$ cat src/rtl/core/rgbmed_pkg.sv
// shared types and constants of the rgb 3x3 median filter
`timescale 1ns / 1ps
`default_nettype none

package rgbmed_pkg;

    localparam int CHAN_W   = 8;
    localparam int WIN_SIZE = 9;
    localparam int COUNT_W  = 4;

    localparam logic [COUNT_W-1:0] FULL_SIZE  = 4'd9;
    localparam logic [COUNT_W-1:0] SHIFT_SIZE = 4'd3;
    localparam logic [COUNT_W-1:0] RIGHT_COL  = 4'd2;
    localparam logic [COUNT_W-1:0] ROW_LEN    = 4'd3;

    localparam int MID_DEPTH_DEF = 2;
    localparam int OUT_DEPTH_DEF = 2;

    typedef enum logic
    {
        MODE_SHIFT = 1'b0,
        MODE_FULL  = 1'b1
    } mode_t;

    typedef struct packed
    {
        logic [CHAN_W-1:0] blue;
        logic [CHAN_W-1:0] green;
        logic [CHAN_W-1:0] red;
    } pixel_t;

    typedef pixel_t [WIN_SIZE-1:0] window_t;

    localparam int WIN_W = $bits(window_t);
    localparam int PIX_W = $bits(pixel_t);

endpackage

`default_nettype wire

$ cat src/rtl/core/rgb_median3x3_sliding_window.sv
// top level of the rgb 3x3 sliding-window median filter
//
// input side is a queue: pixel beats (red_in, green_in, blue_in, func) are taken
// on a clock edge with push high and full low, one beat per cycle as long as full stays low.
// func on the first beat of a group picks the mode: 1 loads all nine window
// positions row by row, 0 shifts the window left and loads the right column
// from three beats, rows top to bottom. func on later beats is ignored.
// result side is a queue too: when empty is low the oldest per-channel median
// sits on red_med, green_med, blue_med and leaves on an edge with pop high.
// one result per completed group; it passes through the window queue, network
// stage one, network stage two and the output queue before it shows on the
// outputs. the median network is split over two register stages and takes one
// window per cycle while the output queue has room.
// if pop is held low, results back up through the output queue, the network
// and the window queue, then full rises; beats that finish no group are held
// off too while the window queue is full.
// reset clears the window to zero, the group count and mode, and all queues.
`timescale 1ns / 1ps
`default_nettype none

module rgb_median3x3_sliding_window
    import rgbmed_pkg::*;
#(
    parameter int MID_DEPTH = MID_DEPTH_DEF,
    parameter int OUT_DEPTH = OUT_DEPTH_DEF
)
(
    input  wire logic              clk,
    input  wire logic              rst_n,
    input  wire logic              push,
    output logic                   full,
    input  wire logic [CHAN_W-1:0] red_in,
    input  wire logic [CHAN_W-1:0] green_in,
    input  wire logic [CHAN_W-1:0] blue_in,
    input  wire logic              func,
    output logic                   empty,
    input  wire logic              pop,
    output logic [CHAN_W-1:0]      red_med,
    output logic [CHAN_W-1:0]      green_med,
    output logic [CHAN_W-1:0]      blue_med
);

    pixel_t           pixel;
    logic             mid_push, mid_full, mid_pop, mid_empty;
    window_t          mid_wdata, mid_rdata;
    logic [WIN_W-1:0] mid_rvec;
    logic             out_push, out_full;
    pixel_t           out_wdata, out_rdata;
    logic [PIX_W-1:0] out_rvec;

    assign pixel.red   = red_in;
    assign pixel.green = green_in;
    assign pixel.blue  = blue_in;

    rgbmed_front u_front
    (
        .clk    (clk),
        .rst_n  (rst_n),
        .push   (push),
        .func   (func),
        .pixel  (pixel),
        .full   (full),
        .q_push (mid_push),
        .q_data (mid_wdata),
        .q_full (mid_full)
    );

    rgbmed_fifo #(.WIDTH(WIN_W), .DEPTH(MID_DEPTH)) u_mid_q
    (
        .clk   (clk),
        .rst_n (rst_n),
        .push  (mid_push),
        .wdata (mid_wdata),
        .full  (mid_full),
        .pop   (mid_pop),
        .rdata (mid_rvec),
        .empty (mid_empty)
    );

    assign mid_rdata = mid_rvec;

    rgbmed_back u_back
    (
        .clk     (clk),
        .rst_n   (rst_n),
        .q_empty (mid_empty),
        .q_data  (mid_rdata),
        .q_pop   (mid_pop),
        .o_push  (out_push),
        .o_data  (out_wdata),
        .o_full  (out_full)
    );

    rgbmed_fifo #(.WIDTH(PIX_W), .DEPTH(OUT_DEPTH)) u_out_q
    (
        .clk   (clk),
        .rst_n (rst_n),
        .push  (out_push),
        .wdata (out_wdata),
        .full  (out_full),
        .pop   (pop),
        .rdata (out_rvec),
        .empty (empty)
    );

    assign out_rdata = out_rvec;
    assign red_med   = out_rdata.red;
    assign green_med = out_rdata.green;
    assign blue_med  = out_rdata.blue;

endmodule

`default_nettype wire

$ cat src/rtl/core/rgbmed_fifo.sv
// small register queue used between the stages of the median filter
`timescale 1ns / 1ps
`default_nettype none

module rgbmed_fifo
#(
    parameter int WIDTH = 8,
    parameter int DEPTH = 2
)
(
    input  wire logic             clk,
    input  wire logic             rst_n,
    input  wire logic             push,
    input  wire logic [WIDTH-1:0] wdata,
    output logic                  full,
    input  wire logic             pop,
    output logic [WIDTH-1:0]      rdata,
    output logic                  empty
);

    localparam int AW = (DEPTH > 1) ? $clog2(DEPTH) : 1;
    localparam int CW = $clog2(DEPTH + 1);

    logic [WIDTH-1:0] mem_reg [DEPTH];
    logic [AW-1:0]    wr_ptr_reg, wr_ptr_next;
    logic [AW-1:0]    rd_ptr_reg, rd_ptr_next;
    logic [CW-1:0]    count_reg, count_next;
    logic             do_push, do_pop;

    assign full    = (count_reg == CW'(DEPTH));
    assign empty   = (count_reg == '0);
    assign do_push = push && !full;
    assign do_pop  = pop && !empty;
    assign rdata   = mem_reg[rd_ptr_reg];

    always_comb
    begin
        wr_ptr_next = wr_ptr_reg;
        rd_ptr_next = rd_ptr_reg;
        count_next  = count_reg;
        if (do_push)
        begin
            wr_ptr_next = (wr_ptr_reg == AW'(DEPTH - 1)) ? '0 : wr_ptr_reg + 1'b1;
        end
        if (do_pop)
        begin
            rd_ptr_next = (rd_ptr_reg == AW'(DEPTH - 1)) ? '0 : rd_ptr_reg + 1'b1;
        end
        if (do_push && !do_pop)
        begin
            count_next = count_reg + 1'b1;
        end
        else if (do_pop && !do_push)
        begin
            count_next = count_reg - 1'b1;
        end
    end

    always_ff @(posedge clk or negedge rst_n)
    begin
        if (!rst_n)
        begin
            wr_ptr_reg <= '0;
            rd_ptr_reg <= '0;
            count_reg  <= '0;
        end
        else
        begin
            wr_ptr_reg <= wr_ptr_next;
            rd_ptr_reg <= rd_ptr_next;
            count_reg  <= count_next;
        end
    end

    always_ff @(posedge clk)
    begin
        if (do_push)
        begin
            mem_reg[wr_ptr_reg] <= wdata;
        end
    end

endmodule

`default_nettype wire

$ cat src/rtl/core/rgbmed_front.sv
// front end: takes pixel beats, builds the 3x3 window, hands finished windows on
`timescale 1ns / 1ps
`default_nettype none

module rgbmed_front
    import rgbmed_pkg::*;
(
    input  wire logic   clk,
    input  wire logic   rst_n,
    input  wire logic   push,
    input  wire logic   func,
    input  wire pixel_t pixel,
    output logic        full,
    output logic        q_push,
    output window_t     q_data,
    input  wire logic   q_full
);

    window_t              window_reg, window_next;
    window_t              win_base;
    logic [COUNT_W-1:0]   group_count_reg, group_count_next;
    mode_t                group_mode_reg, group_mode_next;
    logic [COUNT_W-1:0]   size;
    logic [COUNT_W-1:0]   slot;
    logic [COUNT_W-1:0]   slot_inc;
    logic [COUNT_W-1:0]   pos;
    logic                 accept;
    logic                 done;

    assign full   = q_full;
    assign accept = push && !q_full;

    always_comb
    begin
        win_base        = window_reg;
        group_mode_next = group_mode_reg;
        if (group_count_reg == '0)
        begin
            group_mode_next = mode_t'(func);
            if (group_mode_next == MODE_SHIFT)
            begin
                // move every row one column left
                win_base[0] = window_reg[1];
                win_base[1] = window_reg[2];
                win_base[3] = window_reg[4];
                win_base[4] = window_reg[5];
                win_base[6] = window_reg[7];
                win_base[7] = window_reg[8];
            end
        end
        size = (group_mode_next == MODE_FULL) ? FULL_SIZE : SHIFT_SIZE;
        slot = (group_count_reg >= size) ? '0 : group_count_reg;
        pos  = (group_mode_next == MODE_FULL) ? slot : slot * ROW_LEN + RIGHT_COL;
        window_next      = win_base;
        window_next[pos] = pixel;
        slot_inc         = slot + 1'b1;
        done             = (slot_inc == size);
        group_count_next = done ? '0 : slot_inc;
    end

    assign q_push = accept && done;
    assign q_data = window_next;

    always_ff @(posedge clk or negedge rst_n)
    begin
        if (!rst_n)
        begin
            window_reg      <= '0;
            group_count_reg <= '0;
            group_mode_reg  <= MODE_SHIFT;
        end
        else if (accept)
        begin
            window_reg      <= window_next;
            group_count_reg <= group_count_next;
            group_mode_reg  <= group_mode_next;
        end
    end

    // count stays inside a full-mode group
    a_count_bound: assert property (@(posedge clk) disable iff (!rst_n)
        group_count_reg <= FULL_SIZE - 1'b1)
        else $error("group count out of range");

    // a shift-mode group never runs past its column
    a_shift_bound: assert property (@(posedge clk) disable iff (!rst_n)
        (group_mode_reg == MODE_SHIFT) |-> (group_count_reg < SHIFT_SIZE))
        else $error("shift group too long");

    // mode is latched from the first beat of a group
    a_mode_latch: assert property (@(posedge clk) disable iff (!rst_n)
        (accept && group_count_reg == '0) |=> (group_mode_reg == mode_t'($past(func))))
        else $error("group mode not taken from first beat");

endmodule

`default_nettype wire

$ cat src/rtl/core/rgbmed_back.sv
// back end: two-stage compare-exchange network giving the median of nine per channel
`timescale 1ns / 1ps
`default_nettype none

module rgbmed_back
    import rgbmed_pkg::*;
(
    input  wire logic    clk,
    input  wire logic    rst_n,
    input  wire logic    q_empty,
    input  wire window_t q_data,
    output logic         q_pop,
    output logic         o_push,
    output pixel_t       o_data,
    input  wire logic    o_full
);

    typedef logic [WIN_SIZE-1:0][CHAN_W-1:0] byte9_t;

    function automatic byte9_t cx(byte9_t p, logic [3:0] a, logic [3:0] b);
        byte9_t           q;
        logic [CHAN_W-1:0] t;
        q = p;
        if (p[a] > p[b])
        begin
            t    = p[a];
            q[a] = p[b];
            q[b] = t;
        end
        return q;
    endfunction

    function automatic byte9_t net_a(byte9_t p);
        byte9_t q;
        q = p;
        q = cx(q, 4'd1, 4'd2); q = cx(q, 4'd4, 4'd5); q = cx(q, 4'd7, 4'd8);
        q = cx(q, 4'd0, 4'd1); q = cx(q, 4'd3, 4'd4); q = cx(q, 4'd6, 4'd7);
        q = cx(q, 4'd1, 4'd2); q = cx(q, 4'd4, 4'd5); q = cx(q, 4'd7, 4'd8);
        q = cx(q, 4'd0, 4'd3); q = cx(q, 4'd5, 4'd8); q = cx(q, 4'd4, 4'd7);
        return q;
    endfunction

    function automatic logic [CHAN_W-1:0] net_b(byte9_t p);
        byte9_t q;
        q = p;
        q = cx(q, 4'd3, 4'd6); q = cx(q, 4'd1, 4'd4); q = cx(q, 4'd2, 4'd5);
        q = cx(q, 4'd4, 4'd7); q = cx(q, 4'd2, 4'd4); q = cx(q, 4'd4, 4'd6);
        q = cx(q, 4'd2, 4'd4);
        return q[4];
    endfunction

    byte9_t               s1_reg [3];
    byte9_t               s1_next [3];
    logic                 v1_reg;
    pixel_t               s2_reg, s2_next;
    logic                 v2_reg;
    logic                 s1_ready;
    logic                 s2_ready;

    assign s2_ready = !v2_reg || !o_full;
    assign s1_ready = !v1_reg || s2_ready;
    assign q_pop    = s1_ready && !q_empty;
    assign o_push   = v2_reg;
    assign o_data   = s2_reg;

    for (genvar c = 0; c < 3; c++)
    begin : g_chan
        byte9_t col;
        for (genvar i = 0; i < WIN_SIZE; i++)
        begin : g_tap
            assign col[i] = q_data[i][CHAN_W*c +: CHAN_W];
        end
        assign s1_next[c] = net_a(col);
    end

    assign s2_next.red   = net_b(s1_reg[0]);
    assign s2_next.green = net_b(s1_reg[1]);
    assign s2_next.blue  = net_b(s1_reg[2]);

    always_ff @(posedge clk or negedge rst_n)
    begin
        if (!rst_n)
        begin
            v1_reg <= 1'b0;
            v2_reg <= 1'b0;
        end
        else
        begin
            if (s1_ready)
            begin
                v1_reg <= q_pop;
            end
            if (s2_ready)
            begin
                v2_reg <= v1_reg;
            end
        end
    end

    always_ff @(posedge clk)
    begin
        if (s1_ready)
        begin
            s1_reg <= s1_next;
        end
        if (s2_ready)
        begin
            s2_reg <= s2_next;
        end
    end

    // a stalled result stays put until the output queue has room
    a_s2_hold: assert property (@(posedge clk) disable iff (!rst_n)
        (v2_reg && o_full) |=> (v2_reg && $stable(s2_reg)))
        else $error("stage two lost a stalled result");

    // stage one holds while stage two is blocked
    a_s1_hold: assert property (@(posedge clk) disable iff (!rst_n)
        (v1_reg && !s2_ready) |=> v1_reg)
        else $error("stage one dropped a window");

    // a window taken from the queue always lands in stage one
    a_pop_lands: assert property (@(posedge clk) disable iff (!rst_n)
        q_pop |=> v1_reg)
        else $error("popped window not captured");

endmodule

`default_nettype wire
$ cat config.mk
export PLATFORM = sky130hd
export DESIGN_NAME = rgb_median3x3_sliding_window
export DESIGN_NICKNAME = d
export VERILOG_FILES = /design/src/rtl/core/rgbmed_pkg.sv /design/src/rtl/core/rgb_median3x3_sliding_window.sv /design/src/rtl/core/rgbmed_fifo.sv /design/src/rtl/core/rgbmed_front.sv /design/src/rtl/core/rgbmed_back.sv
export SDC_FILE = /design/constraint.sdc
export NUM_CORES = 2
export LEC_CHECK = 0
export BUFFER_PORTS_ARGS = -buffer_cell sky130_fd_sc_hd__buf_2
export CAP_MARGIN = 0
export CORE_MARGIN = 4
export CORE_UTILIZATION = 35
export DETAILED_ROUTE_END_ITERATION = 8
export GPL_TIMING_DRIVEN = 0
export SYNTH_ARGS = -nofsm -noshare
export SYNTH_HDL_FRONTEND = slang
export SYNTH_SLANG_ARGS = --single-unit
$ cat constraint.sdc
create_clock -name clk -period 21 [get_ports clk]
set_clock_uncertainty 0.1 [all_clocks]
set_input_delay 0 -clock clk [delete_from_list [all_inputs] [get_ports clk]]
set_output_delay 0 -clock clk [all_outputs]
set_load 0.1 [all_outputs]
==> impl.org <==
** Global routing
- Remaining Overflow, GRT :: 0
- For this run, the total global-route usage over all layers was measured as 18.0%.
- The initial antenna violation count is 10.
- Wire length of the first global-routing pass :: 231000 µm
- Vias in the first global route :: 38.1k
- Maximum number of pins on one net before global-route repair :: 109

** Floorplan
- The die is 408 µm wide.
- The floorplan has 146 rows.
- Core Footprint :: 0.159 mm²
- Initial standard-cell utilization of the core :: 35.3%
- The die covers 0.166 mm².
- Measured along the y axis, the die boundary spans 408 µm.
- During I/O placement, the number of pins put on the boundary was 55.

** Route
- Post-route ant nets :: 0
- After detailed routing, the number of remaining DRC violations is 0.
- Routed length per instance :: 20.9 µm
- Iteration-0 DRC count of the detailed router :: 3065
- Vias after detailed routing :: 38.6k
- The routed design has 153000 µm of wire.
- Number of detailed-routing iterations run before antenna repair :: 6
- Average vias per placed instance :: 5.28

** Worst setup path
- Highest fanout seen on the critical path :: 10
- Most Frequent Cell on Critical Path :: sky130_fd_sc_hd__ha_1
- Data on the critical path arrives at its endpoint at 11.39 ns.
- Reg-to-reg slack, setup :: 10.0 ns
- STA classifies the critical path startpoint as a register.
- On the critical path, the stage with the largest delay is an instance of sky130_fd_sc_hd__o21ai_1.
- Type of the setup path with the least slack :: register to register
- Crit end category :: register
- Delay of the slowest critical-path stage :: 0.59 ns
- At the worst endpoint, the required time is 21.39 ns.

** Finish
- Final Cell Area :: 0.0629 mm²
- The net count of the finished layout is 5635.
- Commonest cells after routing, fill and taps aside :: sky130_fd_sc_hd__edfxtp_1 (672), sky130_fd_sc_hd__mux2i_1 (619), sky130_fd_sc_hd__nand2_1 (514), sky130_fd_sc_hd__mux2_2 (482), sky130_fd_sc_hd__ha_1 (461)
- Number of flip-flops in the largest register :: 432
- Share of layout cells above drive strength 1 :: 16.5%
- The area growth from synthesis to layout is 12.5%.
- Leaving out fill and tap cells, the most frequent cell in the layout is sky130_fd_sc_hd__edfxtp_1.

** Clock network
- For the worst-skew pair, the clock arrives at the later sink with an insertion delay of 0.74 ns.
- CTS built an H-tree with a depth of 3.
- Clock sinks :: 903
- Clock buffer count from CTS :: 101
- Clock tree synthesis selected as its root buffer the cell sky130_fd_sc_hd__clkbuf_16.
- Clock tree from TritonCTS :: yes
- Clock-pin slew on the worst setup and hold paths :: 0.07 ns
- Post-CTS repair changed the size of 0 cells.
- CTS Buffer Depth :: 3
- Number of setup buffers added after CTS :: 0

** Synthesis
- Portion of netlist area occupied by mux cells :: 20.9%
- Synthesis instantiated 90 different standard cells from the library.
- Post-synth EDFFs :: 672
- The synthesized design contains 903 register bits.
- The synthesized netlist devotes 10.3% of its cell area to adder and majority cells.
- Net Count, Synth :: 5443
- The average instance in the mapped netlist occupies 11.3 µm².
- The Yosys step of the flow raised 0 warnings.
- Simple-gate portion of the synthesized area :: 7.86%
- The cell count after synthesis came out at 4953.
- After Yosys synthesis, XOR and XNOR cells account for 0.188% of the synthesized area.
- Compound-cell area share of the yosys netlist :: 9.62%
- Seq/Total Area, Yosys :: 46.4%
- After synthesis, the largest family of logic cells by area is multiplexers.
- Mapped cell area :: 0.0559 mm²
- Proportion of register bits with asynchronous set or reset after synthesis :: 25.6%
- Post-synth top flop :: sky130_fd_sc_hd__edfxtp_1

** STA
- The final critical path takes up 52.4% of the cycle.
- Final critical path time including I/O delays and setup :: 11.00 ns
- Setup violations remaining at the end of the flow were counted as 0.
- Derived from the worst setup path, the maximum achievable clock frequency is 0.0909 GHz.
- Adding up every negative setup slack in the final design gives 0 ns.
- Number of pins with negative max-slew slack in the final report :: 0
- The worst path meets setup with 10.0 ns of slack.
- At the pin with the least slew margin, the transition time is 1.37 ns.
- Setup repair after global routing left no endpoint under its margin.
- Min Hold Slack :: 0.103 ns
- The number of hold-slack violations in the final timing report came to 0.
- In this run the tightest slew margin relative to its limit is 8.96%.

** Run
- Max capacitance violation total :: 0

** Placed design
- Timing analysis after detailed placement gives a worst setup slack of 10.18 ns.
- Final HPWL from detailed placement :: 118000 µm
- Port buffering added 30 buffers.
- GP Congestion :: 0.908
- Once placement finished, the instance area stood at 0.0593 mm².

** Run status
- The run finished with clean final reports.

** Hold path
- In this run the worst hold path is classified as primary input to register.
[critical path, delay by kind of cell (launching register included)]
family,cells,cell delay (ns)
AO/OA/AOI/OAI,19,4.27
adder cells (fa/ha/maj),5,1.57
buffers and inverters,6,1.90
flip-flops,1,0.43
multiplexers,3,1.23
AND/OR/NAND/NOR,8,1.22
[area by class of cell]
class,count,area [µm²]
antenna,3,7.51
clock inverter,68,664
multi-input combinational,3410,27400
clock buffer,123,2690
timing repair buffer,89,1020
sequential,903,26000
tap,2072,2590
inverter,415,1560
fill,15018,95600
buffer,225,1060
[per-layer routing]
metal	share of wire (%)	up-vias	track usage, %
li1	-	18429	-
met1	44	18913	24.0
met2	46	1004	29.0
met3	6.5	221	3.83
met4	3.2	4	6.03
met5	0.018	-	0.460
[cell families (layout without fill, tap and decap cells)]
kind of cell,count (synthesis),count (layout)
XOR/XNOR,12,12
flip-flops,903,903
AO/OA/AOI/OAI,864,864
other,0,3
multiplexers,1107,1107
AND/OR/NAND/NOR,966,966
buffers and inverters,640,920
adder cells (fa/ha/maj),461,461
[synthesized netlist by cell type (all sizes together), types with 16 or more instances]
cell	number	share of area, %
a21oi	200	1.8
or2	16	0.18
mux2i	620	11
a21boi	20	0.27
o22ai	20	0.23
dfrtp	231	10
o21a	94	1.3
nand3	72	0.65
a211oi	17	0.24
buf	122	1.2
ha	461	10
nor2b	60	0.67
edfxtp	672	36
a21o	77	1.0
and3	24	0.28
nand4	50	0.56
o211ai	17	0.25
nand2	514	3.4
o21ai	322	2.9
mux2	487	9.8
nor3	26	0.26
nand2b	29	0.34
nor2	136	0.93
inv	415	2.8
clkbuf	103	0.70
[timing repair]
action / in CTS / in global routing
setup endpoints to repair: 0 / 0
endpoints found under the hold margin: 842 / 0
hold buffers: 30 / 0
[per-stage QoR]
step	std cells	utilization, %
2_1_floorplan	4953	-
3_3_place_gp	7055	37.0
3_5_place_dp	7084	37.4
4_1_cts	7305	39.7
5_1_grt	7306	39.7
6_report	7308	39.7
[worst paths after layout]
check,from,endpoint,cells after the start
min in group asynchronous,rst_n,u_front.win_base[203],3
worst min register to register,u_back.o_data[18],u_out_q.mem_reg[0][18],0
worst max register to register,u_back.s1_reg[81],u_back.o_data[9],41
worst min-delay path,pop,u_out_q.rd_ptr_reg,4
worst max-delay path,u_back.s1_reg[81],u_back.o_data[9],41
max in group asynchronous,rst_n,u_front.window_reg[187],5
Power is left out: the tool's default activity adds up to more than one toggle a clock period on the data nets, which glitch-free logic cannot reach.
